===== src/design/pcg32_bounded_integer_generator_defines.svh =====
// Assertion macros for the bounded PCG32 integer generator.
// Included by the RTL files that carry concurrent checks; no other dependencies.
`ifndef PCG32_BOUNDED_INTEGER_GENERATOR_DEFINES_SVH
`define PCG32_BOUNDED_INTEGER_GENERATOR_DEFINES_SVH

`ifndef SYNTHESIS
`define PCG_ASSERT_SAME(label, clk, rst, ante, cons) \
  label: assert property (@(posedge clk) disable iff (rst) (ante) |-> (cons)) \
    else $error("pcg32 same-cycle check failed");
`define PCG_ASSERT_NEXT(label, clk, rst, ante, cons) \
  label: assert property (@(posedge clk) disable iff (rst) (ante) |=> (cons)) \
    else $error("pcg32 next-cycle check failed");
`else
`define PCG_ASSERT_SAME(label, clk, rst, ante, cons)
`define PCG_ASSERT_NEXT(label, clk, rst, ante, cons)
`endif

`endif


===== src/design/pcgbig_pkg.sv =====
// Package for the bounded PCG32 integer generator: widths, generator constants
// and the XSH-RR output function. No dependencies.
`default_nettype none

package pcgbig_pkg;

  localparam int unsigned WORD_W = 64;
  localparam int unsigned HALF_W = 32;
  localparam int unsigned CFG_ADDR_W = 2;

  // Linear congruential multiplier.
  localparam logic [WORD_W-1:0] PCG_MULT = 64'd6364136223846793005;

  // Seeding with seed 0 and stream 0 leaves inc = 1 and state = MULT + 1.
  localparam logic [WORD_W-1:0] RESET_INC   = 64'd1;
  localparam logic [WORD_W-1:0] RESET_STATE = 64'd6364136223846793006;

  // Register indexes on the configuration port.
  localparam logic [CFG_ADDR_W-1:0] REG_SEED  = 2'd0;
  localparam logic [CFG_ADDR_W-1:0] REG_STREAM = 2'd1;
  localparam logic [CFG_ADDR_W-1:0] REG_LOW   = 2'd2;
  localparam logic [CFG_ADDR_W-1:0] REG_HIGH  = 2'd3;

  // XSH-RR: xor-shift the old state, keep 32 bits, rotate right by the top five bits.
  function automatic logic [HALF_W-1:0] xsh_rr(input logic [WORD_W-1:0] old);
    logic [WORD_W-1:0]   xs;
    logic [HALF_W-1:0]   mixed;
    logic [4:0]          rot;
    logic [2*HALF_W-1:0] dbl;
    xs    = ((old >> 18) ^ old) >> 27;
    mixed = xs[HALF_W-1:0];
    rot   = old[63:59];
    dbl   = {mixed, mixed} >> rot;
    return dbl[HALF_W-1:0];
  endfunction

endpackage

`default_nettype wire


===== src/design/pcg32_bounded_integer_generator.sv =====
// Top level of the bounded PCG32 integer generator: sequencer, shared 32x32
// multiplier, bit-serial remainder unit and output register.
// Depends on pcgbig_pkg and pcg32_bounded_integer_generator_defines.svh.
`default_nettype none

`include "pcg32_bounded_integer_generator_defines.svh"

// Each input word asks for one unbiased integer in [range_low, range_high).
// The generator is a 64-bit PCG32 state stepped by one shared 32x32 multiplier
// through the states S_MUL0, S_MUL1 and S_MUL2, and the 64-bit draw is reduced
// by a restoring remainder unit that retires one dividend bit per cycle. A normal
// request is accepted, runs two generator steps and the remainder loop, and then
// S_CHK and S_FIN check the draw and form the value. A restart adds one more
// generator step. A rejected draw costs two more generator steps and another pass
// of the remainder loop and the check. An empty or inverted range is answered
// through S_ERR with the error flag set and value zero, and leaves the generator alone.
// The block takes one request at a time; s_tready is high only while idle, and
// a finished result waits in the output register if the sink stalls.
// Configuration registers are written through cfg_we/cfg_addr/cfg_data and must
// only be changed while the block is idle. Reset seeds the generator as if seed
// and stream were both zero; there is no clearing pass.
module pcg32_bounded_integer_generator (
  input  wire logic                              clk,
  input  wire logic                              rst,
  // Input stream; tdata fields from bit 0: restart, then zero fill.
  input  wire logic                              s_tvalid,
  output logic                                   s_tready,
  input  wire logic [7:0]                        s_tdata,
  // Output stream; tdata fields from bit 0: value.
  output logic                                   m_tvalid,
  input  wire logic                              m_tready,
  output logic [pcgbig_pkg::WORD_W-1:0]          m_tdata,
  // tuser fields from bit 0: error.
  output logic [0:0]                             m_tuser,
  // Configuration write port.
  input  wire logic                              cfg_we,
  input  wire logic [pcgbig_pkg::CFG_ADDR_W-1:0] cfg_addr,
  input  wire logic [pcgbig_pkg::WORD_W-1:0]     cfg_data
);
  import pcgbig_pkg::*;

  // Sequencer states.
  localparam logic [2:0] S_IDLE = 3'd0;
  localparam logic [2:0] S_MUL0 = 3'd1;
  localparam logic [2:0] S_MUL1 = 3'd2;
  localparam logic [2:0] S_MUL2 = 3'd3;
  localparam logic [2:0] S_DIV  = 3'd4;
  localparam logic [2:0] S_CHK  = 3'd5;
  localparam logic [2:0] S_FIN  = 3'd6;
  localparam logic [2:0] S_ERR  = 3'd7;

  // What the word of the current generator step is used for.
  localparam logic [1:0] K_SEED = 2'd0;
  localparam logic [1:0] K_HI   = 2'd1;
  localparam logic [1:0] K_LO   = 2'd2;

  localparam int unsigned CNT_W = $clog2(WORD_W);
  localparam logic [CNT_W-1:0] DIV_LAST = CNT_W'(WORD_W - 1);

  // Configuration registers.
  logic [WORD_W-1:0] seed_value;
  logic [WORD_W-1:0] stream_id;
  logic [WORD_W-1:0] range_low;
  logic [WORD_W-1:0] range_high;

  // Generator and datapath registers.
  logic [WORD_W-1:0] gstate;
  logic [WORD_W-1:0] inc;
  logic [WORD_W-1:0] acc;
  logic [WORD_W-1:0] span;
  logic [WORD_W-1:0] draw;
  logic [WORD_W-1:0] dvd;
  logic [WORD_W-1:0] rem;
  logic [CNT_W-1:0]  cnt;
  logic [1:0]        kind;
  logic [2:0]        state;

  logic              in_acc;
  logic              out_free;
  logic              out_load;
  logic [HALF_W-1:0] mul_a;
  logic [HALF_W-1:0] mul_b;
  logic [WORD_W-1:0] prod;
  logic [WORD_W-1:0] add_a;
  logic [WORD_W-1:0] add_b;
  logic [WORD_W-1:0] sum;
  logic [HALF_W-1:0] word;
  logic [WORD_W-1:0] inc_new;
  logic [WORD_W:0]   rem_sh;
  logic [WORD_W:0]   rem_diff;

  assign s_tready = (state == S_IDLE);
  assign in_acc   = s_tvalid && s_tready;
  assign out_free = !m_tvalid || m_tready;
  assign inc_new  = {stream_id[WORD_W-2:0], 1'b1};
  assign word     = xsh_rr(gstate);

  // A new result word enters the output register this cycle.
  assign out_load = out_free && ((state == S_ERR) || ((state == S_FIN) && (draw <= ~span)));

  // Shared multiplier: the three partial products that reach the low 64 bits
  // of state * MULT, one per cycle.
  always_comb begin
    unique case (state)
      S_MUL1: begin
        mul_a = gstate[HALF_W-1:0];
        mul_b = PCG_MULT[WORD_W-1:HALF_W];
      end
      S_MUL2: begin
        mul_a = gstate[WORD_W-1:HALF_W];
        mul_b = PCG_MULT[HALF_W-1:0];
      end
      default: begin
        mul_a = gstate[HALF_W-1:0];
        mul_b = PCG_MULT[HALF_W-1:0];
      end
    endcase
  end

  assign prod = WORD_W'(mul_a) * WORD_W'(mul_b);

  // One adder: the increment joins in the first cycle, the cross products after.
  always_comb begin
    if (state == S_MUL0) begin
      add_a = prod;
      add_b = inc;
    end else begin
      add_a = acc;
      add_b = {prod[HALF_W-1:0], {HALF_W{1'b0}}};
    end
  end

  assign sum = add_a + add_b;

  // Restoring remainder step.
  assign rem_sh   = {rem, dvd[WORD_W-1]};
  assign rem_diff = rem_sh - {1'b0, span};

  always_ff @(posedge clk) begin
    if (rst) begin
      seed_value <= '0;
      stream_id  <= '0;
      range_low  <= '0;
      range_high <= WORD_W'(1);
    end else if (cfg_we) begin
      unique case (cfg_addr)
        REG_SEED:   seed_value <= cfg_data;
        REG_STREAM: stream_id  <= cfg_data;
        REG_LOW:    range_low  <= cfg_data;
        REG_HIGH:   range_high <= cfg_data;
        default:    ;
      endcase
    end
  end

  always_ff @(posedge clk) begin
    if (rst) begin
      state    <= S_IDLE;
      kind     <= K_HI;
      cnt      <= '0;
      gstate   <= RESET_STATE;
      inc      <= RESET_INC;
      m_tvalid <= 1'b0;
    end else begin
      if (m_tvalid && m_tready && !out_load) begin
        m_tvalid <= 1'b0;
      end
      unique case (state)
        S_IDLE: begin
          if (in_acc) begin
            span <= range_high - range_low;
            if (range_high <= range_low) begin
              state <= S_ERR;
            end else if (s_tdata[0]) begin
              // Seeding: state 0 steps to inc, then the seed is added.
              inc    <= inc_new;
              gstate <= inc_new + seed_value;
              kind   <= K_SEED;
              state  <= S_MUL0;
            end else begin
              kind  <= K_HI;
              state <= S_MUL0;
            end
          end
        end
        S_MUL0: begin
          acc   <= sum;
          state <= S_MUL1;
        end
        S_MUL1: begin
          acc   <= sum;
          state <= S_MUL2;
        end
        S_MUL2: begin
          gstate <= sum;
          unique case (kind)
            K_SEED: begin
              kind  <= K_HI;
              state <= S_MUL0;
            end
            K_HI: begin
              draw[WORD_W-1:HALF_W] <= word;
              kind  <= K_LO;
              state <= S_MUL0;
            end
            default: begin
              draw[HALF_W-1:0] <= word;
              dvd   <= {draw[WORD_W-1:HALF_W], word};
              rem   <= '0;
              cnt   <= '0;
              state <= S_DIV;
            end
          endcase
        end
        S_DIV: begin
          rem <= rem_diff[WORD_W] ? rem_sh[WORD_W-1:0] : rem_diff[WORD_W-1:0];
          dvd <= {dvd[WORD_W-2:0], 1'b0};
          cnt <= cnt + CNT_W'(1);
          if (cnt == DIV_LAST) begin
            state <= S_CHK;
          end
        end
        S_CHK: begin
          // Draw minus remainder is the multiple of the span below the draw.
          draw  <= draw - rem;
          state <= S_FIN;
        end
        S_FIN: begin
          // Accept only if the next multiple of the span still fits in 64 bits.
          if (draw > ~span) begin
            kind  <= K_HI;
            state <= S_MUL0;
          end else if (out_free) begin
            m_tvalid   <= 1'b1;
            m_tdata    <= range_low + rem;
            m_tuser[0] <= 1'b0;
            state      <= S_IDLE;
          end
        end
        default: begin
          if (out_free) begin
            m_tvalid   <= 1'b1;
            m_tdata    <= '0;
            m_tuser[0] <= 1'b1;
            state      <= S_IDLE;
          end
        end
      endcase
    end
  end

  // An error word always carries a zero value.
  `PCG_ASSERT_SAME(a_err_zero, clk, rst, m_tvalid && m_tuser[0], m_tdata == '0)
  // The partial remainder never reaches the span.
  `PCG_ASSERT_SAME(a_rem_below_span, clk, rst, state == S_CHK, rem < span)
  // The generator state moves only at the end of a step or when seeding starts.
  `PCG_ASSERT_NEXT(a_state_hold, clk, rst, (state != S_MUL2) && !in_acc, $stable(gstate))
  // A generator step ends either in another step or in the remainder loop.
  `PCG_ASSERT_NEXT(a_step_next, clk, rst, state == S_MUL2,
                   (state == S_MUL0) || (state == S_DIV))

endmodule

`default_nettype wire


===== config.mk =====
export PLATFORM = sky130hd
export DESIGN_NAME = pcg32_bounded_integer_generator
export DESIGN_NICKNAME = d
export VERILOG_FILES = /design/src/design/pcgbig_pkg.sv /design/src/design/pcg32_bounded_integer_generator.sv
export VERILOG_INCLUDE_DIRS = /design/src /design/src/design
export SDC_FILE = /design/constraint.sdc
export NUM_CORES = 2
export LEC_CHECK = 0
export BUFFER_PORTS_ARGS = -buffer_cell sky130_fd_sc_hd__buf_4
export CAP_MARGIN = 20
export CORE_MARGIN = 3
export CORE_UTILIZATION = 37
export CTS_CLUSTER_SIZE = 30
export DETAILED_ROUTE_END_ITERATION = 7
export PLACE_DENSITY = 0.53
export SYNTH_ARGS = -nofsm -noshare
export SYNTH_HDL_FRONTEND = slang
export SYNTH_SLANG_ARGS = --single-unit

===== constraint.sdc =====
create_clock -name clk -period 18.9 [get_ports clk]
set_clock_uncertainty 0.05 [all_clocks]
set_input_delay 3.78 -clock clk [delete_from_list [all_inputs] [get_ports clk]]
set_output_delay 3.78 -clock clk [all_outputs]
set_load 0.1 [all_outputs]

* After elaboration in Yosys (flattened, before gate mapping) *
Index checks and enable logic that the tools add are counted.

storage, ports and cells
  flip-flop bits (word level) = 779
  output and inout port bits = 67
  logic and storage cells = 133

cells by class
  add/subtract/negate cells = 7
  multipliers = 1
  magnitude comparators = 3
  eq/ne operators = 21
  shifts and indexed selects = 1
  mux-type cells = 43
  bitwise gates (word level) = 5
  reduce and logical (&&, ||, !) cells = 34

operators with widths
  operator                                        number
  2-to-1 mux 64 bit                               11
  one-hot mux 64 bit (2 select lines)             5
  adder 64 bit                                    3
  less-or-equal comparator 64 bit                 2
  subtractor 64 bit                               2
  2-to-1 mux 32 bit                               3
  subtractor 65 x 64 -> 65 bit                    1
  > comparator 64 bit                             1
  multiplier 32 x 32 -> 64 bit                    1
  NOT 64 bit                                      1
  >> shifter 64 x 5 -> 32 bit                     1
  bitwise XOR 46 x 59 -> 59 bit                   1
  2-to-1 mux 29 bit                               1
  one-hot mux 3 bit (7 select lines)              1
  2-to-1 mux 3 bit                                6
  AND reduction 2 bit                             7
  equality test 3 bit (second input constant)     4
  one-hot mux 6 bit (2 select lines)              1
  AND reduction 3 bit                             4
  AND reduction 4 bit                             3
  != test 2 x 1 -> 1 bit (second input constant)  4
  != test 2 bit (second input constant)           4
  2-to-1 mux 1 bit                                7
  adder 6 x 1 -> 6 bit (second input constant)    1
  other kinds (22)                                40

* Depth between registers and ports, before layout *
  word-level depth = 11
  depth in mapped cells = 49

* Worst setup path after synthesis *
Ideal clock, no wire load.

  path kind = in2reg
  from = input port rst
  to = register m_tdata[0] (netlist bit), enable pin
  setup time = 0.672 ns
  arrival = 11.114 ns
  setup slack = 7.064 ns
  cell stages on the path = 4
  buffers on the path = 3
  path through = clkbuf_1 clkbuf_1 clkbuf_1 nor4b_1

on the way
  cells in the longest elaborated chain, start to end = 2

RTL lines
  item                                  RTL line                                source
  start, declared                       pcg32_bounded_integer_generator.sv:24   input wire logic rst,
  NOT 1 bit (no source line)            n/a
  AND reduction 4 bit (no source line)  n/a
  end signal, assigned                  pcg32_bounded_integer_generator.sv:235  m_tdata <= range_low + rem;
  end, declared                         pcg32_bounded_integer_generator.sv:32   output logic [pcgbig_pkg::WORD_W-1:0] m_tdata,

No other way between the ends.
A chain may end at the register's enable or synchronous reset.

* Worst setup path after layout *
  from = register state[1]
  to = register gstate[56]

on the way
  cells in the longest elaborated chain, start to end = 6
  elaborated cells between the ends (all ways) = 17

RTL lines
  item                                                    RTL line                                source
  start, declared                                         pcg32_bounded_integer_generator.sv:76   logic [2:0] state;
  start signal, assigned                                  pcg32_bounded_integer_generator.sv:158  state <= S_IDLE;
  start signal, assigned                                  pcg32_bounded_integer_generator.sv:173  state <= S_ERR;
  start signal, assigned                                  pcg32_bounded_integer_generator.sv:179  state <= S_MUL0;
  equality test 3 x 2 -> 1 bit                            pcg32_bounded_integer_generator.sv:104  unique case (state)
  2-to-1 mux 32 bit or 2-to-1 mux 29 bit (tied branches)  pcg32_bounded_integer_generator.sv:104
  multiplier 32 x 32 -> 64 bit                            pcg32_bounded_integer_generator.sv:120  assign prod = WORD_W'(mul_a) * WORD_W'(mul_b);
  2-to-1 mux 64 bit                                       pcg32_bounded_integer_generator.sv:124  if (state == S_MUL0) begin
  adder 64 bit *                                          pcg32_bounded_integer_generator.sv:133  assign sum = add_a + add_b;
  named net sum[56]                                       pcg32_bounded_integer_generator.sv:86   logic [WORD_W-1:0] sum;
  one-hot mux 64 bit (2 select lines) *                   pcg32_bounded_integer_generator.sv:168  unique case (state)
  end signal, assigned                                    pcg32_bounded_integer_generator.sv:177  gstate <= inc_new + seed_value;
  end signal, assigned                                    pcg32_bounded_integer_generator.sv:195  gstate <= sum;
  end, declared                                           pcg32_bounded_integer_generator.sv:67   logic [WORD_W-1:0] gstate;

Mark *: on every way through the listed nets, which the timed path passes. The rest lies on a longest branch.

==> impl_metrics.env <==
export IMPL_synthDistinctLibCells=105
export IMPL_setup_viol=0
export IMPL_cts_setup_buffers=0
export IMPL_port_buffers=138
export IMPL_ys_top_cells_by_area="edfxtp_1, fa_1, ha_1"
export IMPL_yosysTopAreaCell="edfxtp_1"
export IMPL_cp_slowest_cell="nor3_1"
export IMPL_clock_fmax_mhz=69.2
export IMPL_cts_buffers=98
export IMPL_fin_nets=10700
export IMPL_clk_pin_slew_ps=70
export IMPL_fp_coreArea_mm2=0.210
export IMPL_post_dp_hpwl_mm=235
export IMPL_setup_tns_ps=0
export IMPL_clkSinkCount=779
export IMPL_rows=168
export IMPL_r2r_cells=42
export IMPL_area_growth_pct=9.33
export IMPL_drive_above_1_share_pct=5.50
export IMPL_place_inst=12000
export IMPL_wl_per_cell_um=23.9
export IMPL_critPathLaunchType="register"
export IMPL_crit_family="adder cells"
export IMPL_grt_busiest_layer="met2"
export IMPL_yosysMostFrequentCell="nand2_1"
export IMPL_grt_overflow_total=0
export IMPL_hold_path_class="register to register"
export IMPL_ff2ff_setup_slack_ps=4450
export IMPL_use_met3_pct=3.22
export IMPL_grt_usage_pct=26.3
export IMPL_die_area_mm2=0.217
export IMPL_synth_async_reset_ratio_pct=0
export IMPL_multi_input_area_mm2=0.0536
export IMPL_cts_hold_buf=0
export IMPL_worstMarginPinSlew_ps=1200
export IMPL_ys_seq_elements=779
export IMPL_synth_common_cells="nand2_1, a21oi_1, inv_1"
export IMPL_cts_root_buf="clkbuf_16"
export IMPL_fin_area_mm2=0.0855
export IMPL_seq_area_mm2=0.0195
export IMPL_dpl_cell_area_mm2=0.0820
export IMPL_die_h_um=466
export IMPL_layout_setup_ws_ps=4450
export IMPL_ys_warnings_count=0
export IMPL_grt_pass1_wl_mm=433
export IMPL_grt_met1_usage_pct=38.5
export IMPL_grt_max_degree=83
export IMPL_setup_worst_path_end="gstate[56]"
export IMPL_clock_latency_ps=750
export IMPL_path_buf_inv=7
export IMPL_path_class="register to register"
export IMPL_synth_top_area_share_pct=14.8
export IMPL_slowest_delay_ps=800
export IMPL_grt_setup_unrepaired="false"
export IMPL_cts_tree="yes"
export IMPL_htreeDepth=3
export IMPL_grt_pass1_vias=66100
export IMPL_crit_cells=42
export IMPL_route_vias_total=67400
export IMPL_synth_area_per_cell_um2=8.38
export IMPL_startpoint="state[1]"
export IMPL_fin_crit_sh_pct=76.5
export IMPL_pin_count=146
export IMPL_drv_slew=0
export IMPL_grtUsageMet2_pct=41.0
export IMPL_synth_edff_count=385
export IMPL_timing_final_crit_period_ps=14450
export IMPL_antenna_found_initial=27
export IMPL_filler_cell_count=21400
export IMPL_maxCapViolCount=0
export IMPL_start_util_pct=37.3
export IMPL_hold_viol=0
export IMPL_cts_repair_resized=0
export IMPL_r2r_start="state[1]"
export IMPL_ys_seq_area_share_pct=24.9
export IMPL_vias_per_cell=5.55
export IMPL_drt_initial_drc_count=5878
export IMPL_netlist_instances=9332
export IMPL_end_kind="register"
export IMPL_drtAntennaViolNets=0
export IMPL_first_pass_iters=6
export IMPL_stdcell_count=12200
export IMPL_cp_max_fo=42
export IMPL_worst_slew_margin_rel_pct=17.5
export IMPL_drcViolationCount=0
export IMPL_r2r_end="gstate[56]"
export IMPL_status="finished clean"
export IMPL_yosys_most_used_dff="dfxtp_1"
export IMPL_crit_arrival_ps=15010
export IMPL_cts_buffer_depth=3
export IMPL_die_w_um=466
export IMPL_pre_cts_slack_ps=4750
export IMPL_routed_wl_mm=291
export IMPL_gp_congestion=0.940
export IMPL_cp_required_ps=19460
export IMPL_syn_area_mm2=0.0782
export IMPL_crit_top_cell="fa_1"
worst min path at each step:
stage,slack (ps),start,endpoint,depth (start not counted)
global placement,390,inc[5],inc[5],2
global route,420,inc[14],inc[14],2
floorplan,380,inc[10],inc[10],2
finish,400,inc[14],inc[14],2
detailed placement,400,inc[14],inc[14],2
CTS,400,inc[14],inc[14],2
worst register-to-register path: cells and delay by family (launching register included):
kind | cells | cell delay, ps
DFF | 1 | 780
xor gates and xnor gates | 2 | 1010
buffers and inverters | 7 | 1610
adders and majority gates | 10 | 4300
AOI/OAI and AO/OA | 16 | 4280
and+or+nand+nor | 7 | 2320
logic make-up after synthesis:
group / synth area share (%)
compound gates: 18.8
xor+xnor: 4.70
fa+ha+maj: 27.5
buf+inv: 6.89
flops: 24.9
mux: 1.72
other cells: 0.00960
simple gates: 15.6
registers in the layout (all words and copies together) (netlist names):
signal / flops
m_tvalid: 1
kind: 2
range_low: 64
inc: 63
m_tuser: 1
range_high: 64
acc: 64
draw: 64
m_tdata: 64
dvd: 64
gstate: 64
span: 64
seed_value: 64
stream_id: 63
cnt: 6
state: 3
rem: 64
routing by layer:
layer | vias to the layer above | routed length, um | share of wire (%)
li1 | 31900 | - | -
met1 | 33200 | 137000 | 47
met2 | 2083 | 128000 | 44
met3 | 288 | 18600 | 6.4
met4 | 6 | 7160 | 2.5
met5 | - | 43 | 0.015
through the flow:
step	utilization, %	hold slack, ps
after detailed placement	39.1	396
after global placement	39.0	394
after floorplan	-	382
after CTS	40.7	404
final	40.7	401
after global routing	40.7	418
area by class of cell:
class | count | share of cell area [%]
Sequential cell | 779 | 22.7
Inverter | 983 | 4.31
Tap cell | 2805 | 4.10
Clock inverter | 44 | 0.598
Clock buffer | 142 | 3.49
Multi-Input combinational cell | 7174 | 62.7
Antenna cell | 6 | 0.0176
Timing Repair Buffer | 227 | 2.02
cells in the final DEF, fill, tap and decap left out, types with 224 or more instances in the layout:
cell type and instances:
nand2_1 1492, a21oi_1 972, inv_1 971, ha_1 854, nor2_1 612, fa_1 539
o21ai_0 438, dfxtp_1 391, edfxtp_1 385, a21o_1 351, xnor2_1 245, buf_4 224
Power is not shown: default switching activity piles up to over one toggle a cycle in this logic, so the estimate is an artifact.
